[config.mk]
export PLATFORM = sky130hd
export DESIGN_NAME = epoch_seconds_to_calendar_top
export DESIGN_NICKNAME = d
export VERILOG_FILES = /design/src/rtl/ecal_pkg.sv /design/src/rtl/ecal_sub.sv /design/src/rtl/epoch_seconds_to_calendar_top.sv
export SDC_FILE = /design/constraint.sdc
export NUM_CORES = 1
export LEC_CHECK = 0
export ABC_AREA = 0
export BUFFER_PORTS_ARGS = -buffer_cell sky130_fd_sc_hd__buf_2
export CAP_MARGIN = 0
export CORE_UTILIZATION = 65
export DETAILED_ROUTE_END_ITERATION = 8
export GPL_TIMING_DRIVEN = 0
export PLACE_DENSITY = 0.86
export SKIP_LAST_GASP = 1
export SLEW_MARGIN = 40
export SYNTH_ARGS = -nofsm -noshare
export SYNTH_HDL_FRONTEND = slang
export SYNTH_SLANG_ARGS = --single-unit
[constraint.sdc]
create_clock -name clk -period 9.1 [get_ports clk]
set_input_delay 0.455 -clock clk [delete_from_list [all_inputs] [get_ports clk]]
set_output_delay 0.455 -clock clk [all_outputs]
set_load 0.01 [all_outputs]
[src/rtl/ecal_pkg.sv]
package ecal_pkg;

  localparam logic [31:0] CHUNK_SECS     = 32'd126230400;
  localparam logic [31:0] DAY_SECS       = 32'd86400;
  localparam logic [31:0] LEAP_YEAR_SECS = 32'd31622400;
  localparam logic [31:0] YEAR_SECS      = 32'd31536000;
  localparam logic [31:0] HOUR_SECS      = 32'd3600;
  localparam logic [31:0] MIN_SECS       = 32'd60;

  localparam logic [11:0] BASE_YEAR     = 12'd2000;
  localparam logic [11:0] CENTURY_YEAR  = 12'd2100;
  localparam logic [5:0]  CENTURY_CHUNK = 6'd25;

  localparam logic [3:0] MONTH_JAN = 4'd1;
  localparam logic [3:0] MONTH_DEC = 4'd12;

  typedef struct packed {
    logic        ge;
    logic [31:0] diff;
  } sub_res_t;

  function automatic logic [31:0] month_secs(input logic [3:0] m, input logic leap);
    logic [31:0] s;
    case (m)
      4'd2:                     s = leap ? 32'd2505600 : 32'd2419200;
      4'd4, 4'd6, 4'd9, 4'd11:  s = 32'd2592000;
      default:                  s = 32'd2678400;
    endcase
    return s;
  endfunction

endpackage

[src/rtl/ecal_sub.sv]
module ecal_sub (
  input  logic [31:0]       a,
  input  logic [31:0]       b,
  output ecal_pkg::sub_res_t res
);
  import ecal_pkg::*;

  logic [32:0] d;

  assign d        = {1'b0, a} - {1'b0, b};
  assign res.ge   = ~d[32];
  assign res.diff = d[31:0];

endmodule

[src/rtl/epoch_seconds_to_calendar_top.sv]
// datapath: one shared 32-bit compare-subtract unit stepped through chunk, year, month,
// day, hour, minute
// input: one word in conversion at a time; a new word is taken while
// the previous result waits in the output register
// reset: synchronous active high rst empties the output register and returns to idle
module epoch_seconds_to_calendar_top (
  input  logic        clk,
  input  logic        rst,
  input  logic        s_tvalid,
  output logic        s_tready,
  input  logic [31:0] s_tdata,  // epoch_seconds[31:0]
  output logic        m_tvalid,
  input  logic        m_tready,
  output logic [39:0] m_tdata   // cal_year[11:0], cal_month[15:12], cal_day[20:16],
                                // cal_hour[25:21], cal_minute[31:26], cal_second[37:32],
                                // zero[39:38]
);
  import ecal_pkg::*;

  typedef enum logic [3:0] {
    IDLE, CHUNK, ADJ, YEAR, MONTH, DAY, HOUR, MINUTE, DONE
  } state_t;

  state_t      state;
  logic [31:0] rem;
  logic [2:0]  k;
  logic [5:0]  q;
  logic [11:0] year;
  logic        first;
  logic        leap;
  logic [3:0]  month;
  logic [4:0]  day;
  logic [4:0]  hour;
  logic [5:0]  minute;
  logic [5:0]  second;

  logic [31:0] operand;
  sub_res_t    sub;
  logic [5:0]  q_next;
  logic [31:0] rem_next;

  always_comb begin
    case (state)
      CHUNK:   operand = CHUNK_SECS << k;
      YEAR:    operand = (first && year != CENTURY_YEAR) ? LEAP_YEAR_SECS : YEAR_SECS;
      MONTH:   operand = month_secs(month, leap);
      DAY:     operand = DAY_SECS << k;
      HOUR:    operand = HOUR_SECS << k;
      MINUTE:  operand = MIN_SECS << k;
      default: operand = '0;
    endcase
  end

  ecal_sub u_sub (
    .a   (rem),
    .b   (operand),
    .res (sub)
  );

  assign q_next   = {q[4:0], sub.ge};
  assign rem_next = sub.ge ? sub.diff : rem;
  assign s_tready = (state == IDLE);

  always_ff @(posedge clk) begin
    if (rst) begin
      state    <= IDLE;
      m_tvalid <= 1'b0;
    end else begin
      if (m_tvalid && m_tready && state != DONE) m_tvalid <= 1'b0;
      case (state)
        IDLE: begin
          if (s_tvalid) begin
            rem   <= s_tdata;
            k     <= 3'd5;
            q     <= '0;
            state <= CHUNK;
          end
        end
        CHUNK: begin
          rem <= rem_next;
          q   <= q_next;
          if (k == 3'd0) state <= ADJ;
          else k <= k - 3'd1;
        end
        ADJ: begin
          year  <= {4'd0, q, 2'b00} + BASE_YEAR;
          if (q >= CENTURY_CHUNK) rem <= rem + DAY_SECS;
          first <= 1'b1;
          state <= YEAR;
        end
        YEAR: begin
          if (sub.ge) begin
            rem   <= sub.diff;
            year  <= year + 12'd1;
            first <= 1'b0;
          end else begin
            leap  <= first && (year != CENTURY_YEAR);
            month <= MONTH_JAN;
            state <= MONTH;
          end
        end
        MONTH: begin
          rem <= rem_next;
          if (sub.ge && month != MONTH_DEC) begin
            month <= month + 4'd1;
          end else begin
            k     <= 3'd4;
            q     <= '0;
            state <= DAY;
          end
        end
        DAY: begin
          rem <= rem_next;
          q   <= q_next;
          if (k == 3'd0) begin
            day   <= q_next[4:0] + 5'd1;
            k     <= 3'd4;
            q     <= '0;
            state <= HOUR;
          end else begin
            k <= k - 3'd1;
          end
        end
        HOUR: begin
          rem <= rem_next;
          q   <= q_next;
          if (k == 3'd0) begin
            hour  <= q_next[4:0];
            k     <= 3'd5;
            q     <= '0;
            state <= MINUTE;
          end else begin
            k <= k - 3'd1;
          end
        end
        MINUTE: begin
          rem <= rem_next;
          q   <= q_next;
          if (k == 3'd0) begin
            minute <= q_next;
            second <= rem_next[5:0];
            state  <= DONE;
          end else begin
            k <= k - 3'd1;
          end
        end
        DONE: begin
          if (!m_tvalid || m_tready) begin
            m_tdata  <= {2'b00, second, minute, hour, day, month, year};
            m_tvalid <= 1'b1;
            state    <= IDLE;
          end
        end
        default: state <= IDLE;
      endcase
    end
  end

endmodule

# Word level (Yosys, flattened, before mapping)
# Index checks and enable logic that the tools add are counted.
[totals] ff_bits=124 wordCells=124
[classes] n_addsub=7 reduce_logical=29 n_bitwise=2 mux=37 n_eq_ne=29 shift=4 magnitude_cmp=1
[op_table] cell="$pmux 32 s6" n=1
[op_table] cell="$mux 32" n=3
[op_table] cell="$pmux 32 s3" n=1
[op_table] cell="$mux 4" n=10
[op_table] cell="$pmux 20 s2" n=1
[op_table] cell="$mux 18" n=2
[op_table] cell="$pmux 4 s9" n=1
[op_table] cell="$sub 32x32->33" n=1
[op_table] cell="$add 32x17->32 const B" n=1
[op_table] cell="$shl 12x3->32 const A" n=1
[op_table] cell="$shl 17x3->32 const A" n=1
[op_table] cell="$shl 27x3->32 const A" n=1
[op_table] cell="$shl 6x3->32 const A" n=1
[op_table] cell="$eq 4x3->1 const B" n=6
[op_table] cell="$ne 2x2->1 const B" n=12
[op_table] cell="$pmux 12 s2" n=1
[op_table] cell="$pmux 6 s4" n=1
[op_table] cell="$mux 6" n=3
[op_table] cell="$reduce_and 3->1" n=6
[op_table] cell="$mux 3" n=5
[op_table] cell="$pmux 3 s5" n=1
[op_table] cell="$add 12x1->12 const B" n=1
[op_table] cell="$add 8x11->12 const B" n=1
[op_table] cell="$eq 4x2->1 const B" n=3
[op_table] cell="29 further kinds" n=44

# Logic depth before layout (Yosys ltp)
# Gate-level depths: netlist of run 1.
[logic_depth] depth_word=9 depth_mapped=20 depth_no_buf=18

# Cells and area by module
# From an unflattened synthesis of run 1, not the netlist that was laid out.
[hier_totals] cells_unflattened=836 area_unflattened_um2=8291.7
[modules_own_cells] mod="epoch_seconds_to_calendar_top" area_each_um2=6581.3 seq_area_each_um2=3673.5 instances=1 cells_per_inst=592
[modules_own_cells] mod="ecal_sub" area_each_um2=1710.4 seq_area_each_um2=0.0 instances=1 cells_per_inst=244

# Worst setup path after synthesis of run 1
# No wires, ideal clock.
[synth_path] path_type="register to register" from="register year[8]" to="register rem[10], enable pin" t_arrival_ns=5.373 path_buffers=1 setup_ns=0.454 synth_period_minus_slack_ns=5.826 setup_slack_ns=3.274 stages_incl_launch_ff=15 cell_sequence="edfxtp_1 -> or4_1 -> o41a_1 -> and2_1 -> a211oi_1 -> ha_1 -> nand2_1 -> or3_1 -> o221ai_2 -> a22o_4 -> a21oi_4 -> o21ai_4 -> clkbuf_8 -> nor2_1 -> a311oi_1"
[synth_between] elab_chain_cells=7
[synth_rtl] element="start: declaration" line_no="epoch_seconds_to_calendar_top.sv:28" source="logic [11:0] year;"
[synth_rtl] element="start signal: assignment" line_no="epoch_seconds_to_calendar_top.sv:86" source="year <= {4'd0, q, 2'b00} + BASE_YEAR;"
[synth_rtl] element="start signal: assignment" line_no="epoch_seconds_to_calendar_top.sv:94" source="year <= year + 12'd1;"
[synth_rtl] element="$ne 12x12->1" line_no="epoch_seconds_to_calendar_top.sv:45" source="YEAR: operand = (first && year != CENTURY_YEAR) ? LEAP_YEAR_SECS : YEAR_SECS;"
[synth_rtl] element="$logic_and 1x1->1" line_no="epoch_seconds_to_calendar_top.sv:45"
[synth_rtl] element="$mux 18" line_no="epoch_seconds_to_calendar_top.sv:45"
[synth_rtl] element="$pmux 32 s6" line_no="epoch_seconds_to_calendar_top.sv:43" source="case (state)"
[synth_rtl] element="$sub 32x32->33" line_no="ecal_sub.sv:10" source="assign d = {1'b0, a} - {1'b0, b};"
[synth_rtl] element="$ne 2x2->1 (no line)"
[synth_rtl] element="$reduce_and 5->1 (no line)"
[synth_rtl] element="end signal: assignment" line_no="epoch_seconds_to_calendar_top.sv:73" source="rem <= s_tdata;"
[synth_rtl] element="end signal: assignment" line_no="epoch_seconds_to_calendar_top.sv:80" source="rem <= rem_next;"
[synth_rtl] element="end signal: assignment" line_no="epoch_seconds_to_calendar_top.sv:87" source="if (q >= CENTURY_CHUNK) rem <= rem + DAY_SECS;"
[synth_rtl] element="end: declaration" line_no="epoch_seconds_to_calendar_top.sv:25" source="logic [31:0] rem;"
# No other way between the ends.
# A chain may end at the register's enable or synchronous reset.

# Worst setup path in the final report of run 1
[layout_path] from="register state[0]" to="register rem[7], enable pin"
[layout_between] elab_chain_cells=5
[layout_rtl] element="start: declaration" line_no="epoch_seconds_to_calendar_top.sv:24" source="state_t state;"
[layout_rtl] element="start signal: assignment" line_no="epoch_seconds_to_calendar_top.sv:66" source="state <= IDLE;"
[layout_rtl] element="start signal: assignment" line_no="epoch_seconds_to_calendar_top.sv:76" source="state <= CHUNK;"
[layout_rtl] element="start signal: assignment" line_no="epoch_seconds_to_calendar_top.sv:82" source="if (k == 3'd0) state <= ADJ;"
[layout_rtl] element="$eq 4x3->1, or another cell as far along" line_no="epoch_seconds_to_calendar_top.sv:43, epoch_seconds_to_calendar_top.sv:70"
[layout_rtl] element="$pmux 32 s6" line_no="epoch_seconds_to_calendar_top.sv:43"
[layout_rtl] element="$sub 32x32->33" line_no="ecal_sub.sv:10"
[layout_rtl] element="$ne 2x2->1 (no line)"
[layout_rtl] element="$reduce_and 5->1 (no line) (*)"
# Every way passes the cells marked *; elsewhere a longest branch is shown, timed or not.

==> results by group, run 1 <==
Timing
  – Final Max Tran Viols: 0
  – Final setup fails: 0
  – Setup TNS: 0 ns
  – Hold slack: 0.310 ns
  – RSZ-0062 raised after global routing: false
  – Relative slew margins: 0.374
  – Clk_skew: about 0.011 ns
  – Final period util: 0.695
  – Slew @ Worst Pin: about 0.93 ns
  – Final Hold Vio Count: 0
  – Shortest period the worst path allows: around 6.3 ns
  – Fmax: 158 MHz

Synth
  – Prevailing post-synth register cell: edfxtp_1
  – Top post-synthesis cells by area: edfxtp_1, ha_1, a21oi_1
  – Asr flop ratio synth: 0
  – Synthesized area: ~0.0080 mm2
  – Post-synthesis sequential area ratio: 0.458
  – Number of synthesized flops with an enable pin: between 100 and 150
  – Register bit total from synthesis: between 100 and 150
  – Share of the synthesized area in the top cell type: 0.446
  – Mapped Cells: ~820
  – Largest area contributor in the netlist: edfxtp_1
  – Synthesized area per cell: approximately 9.8 um2
  – Synth unique cells: 73
  – Warnings, synthesis: 0

Layout
  – Final Net Count: 1003
  – Most frequent cells in the layout: edfxtp_1, nand2_1, buf_2
  – Synth-to-Final Area Change: 15.9%
  – Utilization after layout: 0.774
  – Most common cell after layout, fill and taps aside: edfxtp_1
  – # diodes: 0
  – Fill count: 787
  – Ratio of cells with drive above 1 in the final layout: 0.151

Setup path
  – Setup CP Type: register to register
  – Critical Path Max Stage Delay: approximately 0.74 ns
  – Required time of the critical path: about 9.2 ns
  – CP bufs+invs: 5
  – Top Family by Delay on Critical Path: compound AO/OA/AOI/OAI gates
  – Worst path cell trace: clkbuf_1, nand2_1, nor3_1, clkinv_1, o21ai_0, a21oi_1, ha_1, nand2_1, or3_1, o221ai_2, a22o_4, a21oi_4, o21ai_4, clkbuf_8, nor2_1, a311oi_4, buf_4, buf_4
  – Worst R2R Path Depth: 18
  – Crit path depth: 18
  – Critical Path End Type: register
  – Crit path max fanout: 12
  – Startpoint types: register
  – WP data arrival: approximately 6.5 ns
  – Worst path slowest cell: nor3_1

Route
  – # DRC: 0
  – Pre-Repair DR Iteration Count: 8
  – Wirelength per Cell: 22.2 um
  – Total wire length: between 20 and 25 mm
  – Detailed-route via count: around 7300
  – Initial DRC Count: roughly 830
  – Antenna viol nets, final: 0
  – Post-DR vias/cell: around 6.7

Global route
  – Grt total ovfl: 0
  – Vias in the first global route: ~7100
  – Total track usage: 0.389
  – Initial antenna violation count: 0
  – Pin count of the biggest net entering global routing: 17
  – Global-route wire length before repair: around 38 mm

Clock tree
  – # hold bufs at CTS: 0
  – Reg clk slew, reported paths: approximately 0.060 ns
  – Clk_lat worst skew: between 0.4 and 0.5 ns
  – CTS resizes: 0
  – Worst-case clock buffer depth: 2
  – Post-CTS Setup Bufs: 0
  – CTS buffer count: 17
  – CTS root buffer: clkbuf_16
  – CTS tree: built
  – TritonCTS Sinks: roughly 120
  – H-tree depth: 4

Place
  – DP HPWL: approximately 17 mm
  – Port bufs: 75
  – Final GP Congestion: between 0.9 and 1

Power and ir drop
  – Leak: ~3.5 nW
  – Sequential Power Share: 0.256
  – P_sw: 0.00171 W
  – Logic gate share of total power: 0.559
  – Sw Share: 0.456
  – Pwr dens: ~400 mW/mm2
  – VDD IR max: about 0.28 mV
  – Internal power: 0.00204 W
  – Clock power share: 0.184

Floorplan
  – Initial core utilization: 0.668
  – Die Width: around 110 um
  – Core footprint: 0.0120 mm2
  – FP Rows: 40
  – Total die area: around 0.013 mm2
  – Number of I/O pins: slightly below 80
  – Die Ht: approximately 110 um

Run status
  – Status: complete, no violations

Worst hold path
  – HP Class: primary input to register
  – WHS Path Cells: 3

Flow run
  – Max-cap viol count: 0
routing by layer:
layer,share of wire,track usage,wire length [um]
met1,0.37,0.454,8920
met2,0.49,0.671,11700
met3,0.091,0.0836,2190
met4,0.046,0.209,1100
met5,0,0,0
flip-flops by register name, summed over array words and instances, names as in the netlist:
register  count
day           5
first         1
hour          5
k             3
leap          1
m_tdata      38
m_tvalid      1
minute        6
month         4
q             6
rem          32
second        6
state         4
year         12
stage by stage:
| stage | total power (W) | std cells | cell area, um2 | setup slack (ns) |
|---|---|---|---|---|
| detailed placement | 0.00297 | 1050 | 8700 | 3.03 |
| finish | 0.00376 | 1081 | 9290 | 2.77 |
| global route | 0.00396 | 1081 | 9290 | 2.67 |
| CTS | 0.00369 | 1081 | 9290 | 3.03 |
| floorplan | 0.00243 | 818 | 8020 | 3.27 |
| global placement | 0.00288 | 1040 | 8580 | 0.958 |
power by group through the flow:
stage	sequential (W)	clock, W	combinational [W]
global route	0.000974	0.000715	0.00227
CTS	0.000956	0.000693	0.00204
finish	0.000963	0.000693	0.00210
detailed placement	0.000964	0	0.00201
global placement	0.000960	0	0.00192
floorplan	0.000922	0	0.00151
synth_stat cells, drive strengths merged, types with 6 or more instances:
cell    count
a211oi      9
a21o       12
a21oi      71
a22o        6
a22oi       7
a31oi      10
and2       10
and3        9
buf         8
clkbuf     32
edfxtp    119
ha         45
inv        26
nand2      90
nand2b      8
nand3      25
nand4       7
nor2       68
nor3       20
o21ai      42
o221ai     24
o22ai      12
o31ai       6
or3         6
xnor2      37
xor2       33
worst reg2reg max path: stages, from the launching register on:
cell,delay (ns)
dfxtp_1,0.31
clkbuf_1,0.38
nand2_1,0.17
nor3_1,0.74
clkinv_1,0.59
o21ai_0,0.57
a21oi_1,0.09
ha_1,0.39
nand2_1,0.11
or3_1,0.34
o221ai_2,0.27
a22o_4,0.22
a21oi_4,0.08
o21ai_4,0.32
clkbuf_8,0.27
nor2_1,0.14
a311oi_4,0.50
buf_4,0.31
buf_4,0.22
cell families (layout without fill, tap and decap cells):
logic type	Yosys count	after routing	share of synthesized area
AND/OR/NAND/NOR	270	270	0.158
AO/OA/AOI/OAI	233	233	0.194
flip-flops	124	124	0.458
XOR/XNOR	70	70	0.0765
buffers and inverters	68	184	0.0353
adder cells (fa/ha/maj)	45	45	0.0702
multiplexers	6	6	0.00765
other	1	2	0.000468
path summary, 6_finish.rpt:
check                                           start               endpoint  slack (ns)
worst min register to register    minute[1]$_DFFE_PP_  m_tdata[27]$_DFFE_PP_        0.42
worst min-delay path                      s_tdata[13]      rem[13]$_DFFE_PP_        0.31
worst max-delay path            state[0]$_SDFFE_PP0P_       rem[7]$_DFFE_PP_        2.77
worst max register to register  state[0]$_SDFFE_PP0P_       rem[7]$_DFFE_PP_        2.77
final cells by class:
| cell class | count | area, um2 | area share |
|---|---|---|---|
| clock inverter | 14 | 169 | 0.0182 |
| inverter | 28 | 105 | 0.0113 |
| buffer | 40 | 178 | 0.0191 |
| tap | 147 | 184 | 0.0198 |
| clock buffer | 17 | 425 | 0.0458 |
| multi-input combinational | 626 | 4120 | 0.443 |
| timing repair buffer | 85 | 440 | 0.0474 |
| sequential | 124 | 3670 | 0.395 |
(Power assumes the default switching activity.)
==> run 2, diff against run 1 <==
Settings changed: CORE_UTILIZATION 65 to 54, PLACE_DENSITY 0.86 to 0.77.
Clock period 9.1 ns to 5.7 ns, I/O delays scaled along.
==> results by group, run 2 (synthesis results as in run 1) <==
Run status
  – Status: complete, no violations (unchanged)

Clock tree
  – CTS root buffer: clkbuf_16 (unchanged)
  – CTS buffer count: 17 (unchanged)
  – Worst-case clock buffer depth: 2 (unchanged)
  – # hold bufs at CTS: 0 (unchanged)
  – Clk_lat worst skew: 0.43 ns (about the same)
  – H-tree depth: 4 (unchanged)
  – TritonCTS Sinks: 124 (unchanged)
  – CTS tree: built (unchanged)
  – Reg clk slew, reported paths: 0.07 ns (was 0.06 ns)

Floorplan
  – Number of I/O pins: 78 (unchanged)
  – Total die area: 0.0153 mm2 (was 0.0128 mm2)
  – Core footprint: 0.0145 mm2 (was 0.0120 mm2)
  – Die Width: 124 um (was 113 um)
  – FP Rows: 44 (was 40)
  – Initial core utilization: 0.552 (was 0.668)
  – Die Ht: 124 um (was 113 um)

Setup path
  – WP data arrival: 5.55 ns (was 6.46 ns)
  – Critical Path End Type: register (unchanged)
  – Setup CP Type: register to register (unchanged)
  – Critical Path Max Stage Delay: 0.46 ns (was 0.74 ns)
  – Worst path cell trace: clkbuf_1, nand2_1, nor3_4, clkinvlp_4, o21ai_0, a21oi_1, ha_1, nand2_1, or3_1, o221ai_2, a22o_4, a21oi_4, o21ai_4, clkbuf_8, nor2_1, a311oi_4, buf_6, buf_4 (was clkbuf_1, nand2_1, nor3_1, clkinv_1, o21ai_0, a21oi_1, ha_1, nand2_1, or3_1, o221ai_2, a22o_4, a21oi_4, o21ai_4, clkbuf_8, nor2_1, a311oi_4, buf_4, buf_4)
  – CP dominant cell by count: nand2_1
  – Crit path max fanout: 12 (unchanged)
  – Worst path slowest cell: a311oi_4 (was nor3_1)
  – Required time of the critical path: 5.83 ns (was 9.23 ns)
  – Startpoint types: register (unchanged)

Global route
  – Total track usage: 0.297 (was 0.389)
  – Global-route wire length before repair: 33.7 mm (was 37.8 mm)
  – Initial antenna violation count: 0 (unchanged)
  – Vias in the first global route: 6396 (was 7135)
  – Grt total ovfl: 0 (unchanged)
  – Pin count of the biggest net entering global routing: 17 (unchanged)

Route
  – Post-DR vias/cell: 6.23 (was 6.71)
  – Wire length on met2: 9.81 mm (was 11.7 mm)
  – # DRC: 0 (unchanged)
  – Max Used Layer: met4 (unchanged)
  – DR WL met3: 1.85 mm (was 2.19 mm)
  – Detailed-route via count: 6998 (was 7251)
  – Wirelength per Cell: 19.5 um (was 22.2 um)
  – M1 wire length: 9.55 mm (was 8.92 mm)
  – Total wire length: 21.8 mm (was 24.0 mm)
  – Antenna viol nets, final: 0 (unchanged)
  – Initial DRC Count: 714 (was 833)
  – Pre-Repair DR Iteration Count: 6 (was 8)

Place
  – Port bufs: 75 (unchanged)
  – Final GP Congestion: 0.987 (was 0.936)
  – DP HPWL: 16.1 mm (was 17.4 mm)

Timing
  – Shortest period the worst path allows: 5.42 ns (was 6.33 ns)
  – Clk_skew: 0.0132 ns (was 0.0107 ns)
  – Hold slack: 0.132 ns (was 0.310 ns)
  – Slew @ Worst Pin: 0.832 ns (was 0.931 ns)
  – Final Max Tran Viols: 0 (unchanged)
  – RSZ-0062 raised after global routing: false (unchanged)
  – Final setup fails: 0 (unchanged)
  – Final Hold Vio Count: 0 (unchanged)
  – Fmax: 185 MHz (was 158 MHz)
  – Final period util: 0.951 (was 0.695)
  – Relative slew margins: 0.443 (was 0.374)

Layout
  – Most frequent cells in the layout: edfxtp_1, nand2_1, buf_2 (unchanged)
  – Ratio of cells with drive above 1 in the final layout: 0.168 (was 0.151)
  – Largest register FFs: 38 (unchanged)
  – Largest regs: m_tdata (38), rem (32), year (12) (unchanged)
  – Register with the most flip-flops: m_tdata (unchanged)
  – # diodes: 0 (unchanged)
  – Final Net Count: 1007 (was 1003)
  – Most common cell after layout, fill and taps aside: edfxtp_1 (unchanged)
  – Synth-to-Final Area Change: 17.4% (was 15.9%)

Flow run
  – Max-cap viol count: 0 (unchanged)

Power and ir drop
  – Pwr dens: 625 mW/mm2 (was 404 mW/mm2)
  – Leak: 3.51 nW (was 3.47 nW)
  – Power consumption: 0.00588 W (was 0.00376 W)
  – VDD IR max: 0.328 mV (was 0.279 mV)

Worst hold path
  – HP Class: primary input to register (unchanged)
## run 2: cell types whose count changed in the layout (fill, tap and decap cells not counted), sizes merged
cell      delta
clkinv       -6
bufinv       -2
buf          +4
clkinvlp     +3
inv          +6
## run 2: timing repair
| item | 4_1_cts | 5_1_grt |
|---|---|---|
| hold endpoints to repair | 0 | 0 |
| gates resized for setup | 1 | 13 |
| endpoints found under the setup margin | 11 | 33 |
| pin swaps | 0 | 1 |
| setup buffers | 0 | 3 |
## run 2: final cells by class
cell class	instances	area, um2
Fill cell	1236	5120
Clock inverter	15	175
Tap cell	184	230
Inverter	28	113
Clock buffer	17	425
Buffer	40	183
Sequential cell	124	3670
Timing Repair Buffer	89	469
Multi-Input combinational cell	626	4150
## run 2: path summary, 6_finish.rpt
| path | end | slack [ns] | from | cells after the start |
|---|---|---|---|---|
| setup / recovery | rem[30]$_DFFE_PP_ | 0.28 | state[0]$_SDFFE_PP0P_ | 18 |
| hold / removal | rem[15]$_DFFE_PP_ | 0.13 | s_tdata[15] | 3 |
| setup reg to reg | rem[30]$_DFFE_PP_ | 0.28 | state[0]$_SDFFE_PP0P_ | 18 |
| hold reg to reg | m_tdata[18]$_DFFE_PP_ | 0.42 | day[2]$_DFFE_PP_ | 0 |
## run 2: routing by layer
metal,vias to the layer above,track usage
li1,3286,-
met1,3330,0.410
met2,332,0.448
met3,50,0.0659
met4,0,0.122
met5,-,0
## run 2: critical path, delay by kind of cell (launching register included)
family                   cells  cell delay [ns]
buffers and inverters        5             1.42
AO/OA/AOI/OAI                7             1.82
flip-flops                   1             0.32
adder cells (fa/ha/maj)      1             0.40
AND/OR/NAND/NOR              5             1.11
## run 2: stage by stage
step                utilization  setup TNS, ns  area [um2]  instances  worst slack [ns]
floorplan                     -              0        8030        818             0.745
global placement          0.594         -41.88        8630       1077             -1.44
detailed placement        0.602         -0.194        8750       1088           -0.0183
CTS                       0.644              0        9360       1120             0.165
global route              0.648              0        9420       1123            0.0185
finish                    0.648              0        9420       1123             0.282
## run 2: report_power, final
| group | internal (W) | switching (W) | total (W) |
|---|---|---|---|
| registers | 0.00132 | 0.000201 | 0.00152 |
| clock network | 0.000626 | 0.000481 | 0.00111 |
| logic | 0.00126 | 0.00199 | 0.00325 |
| total | 0.00320 | 0.00268 | 0.00588 |
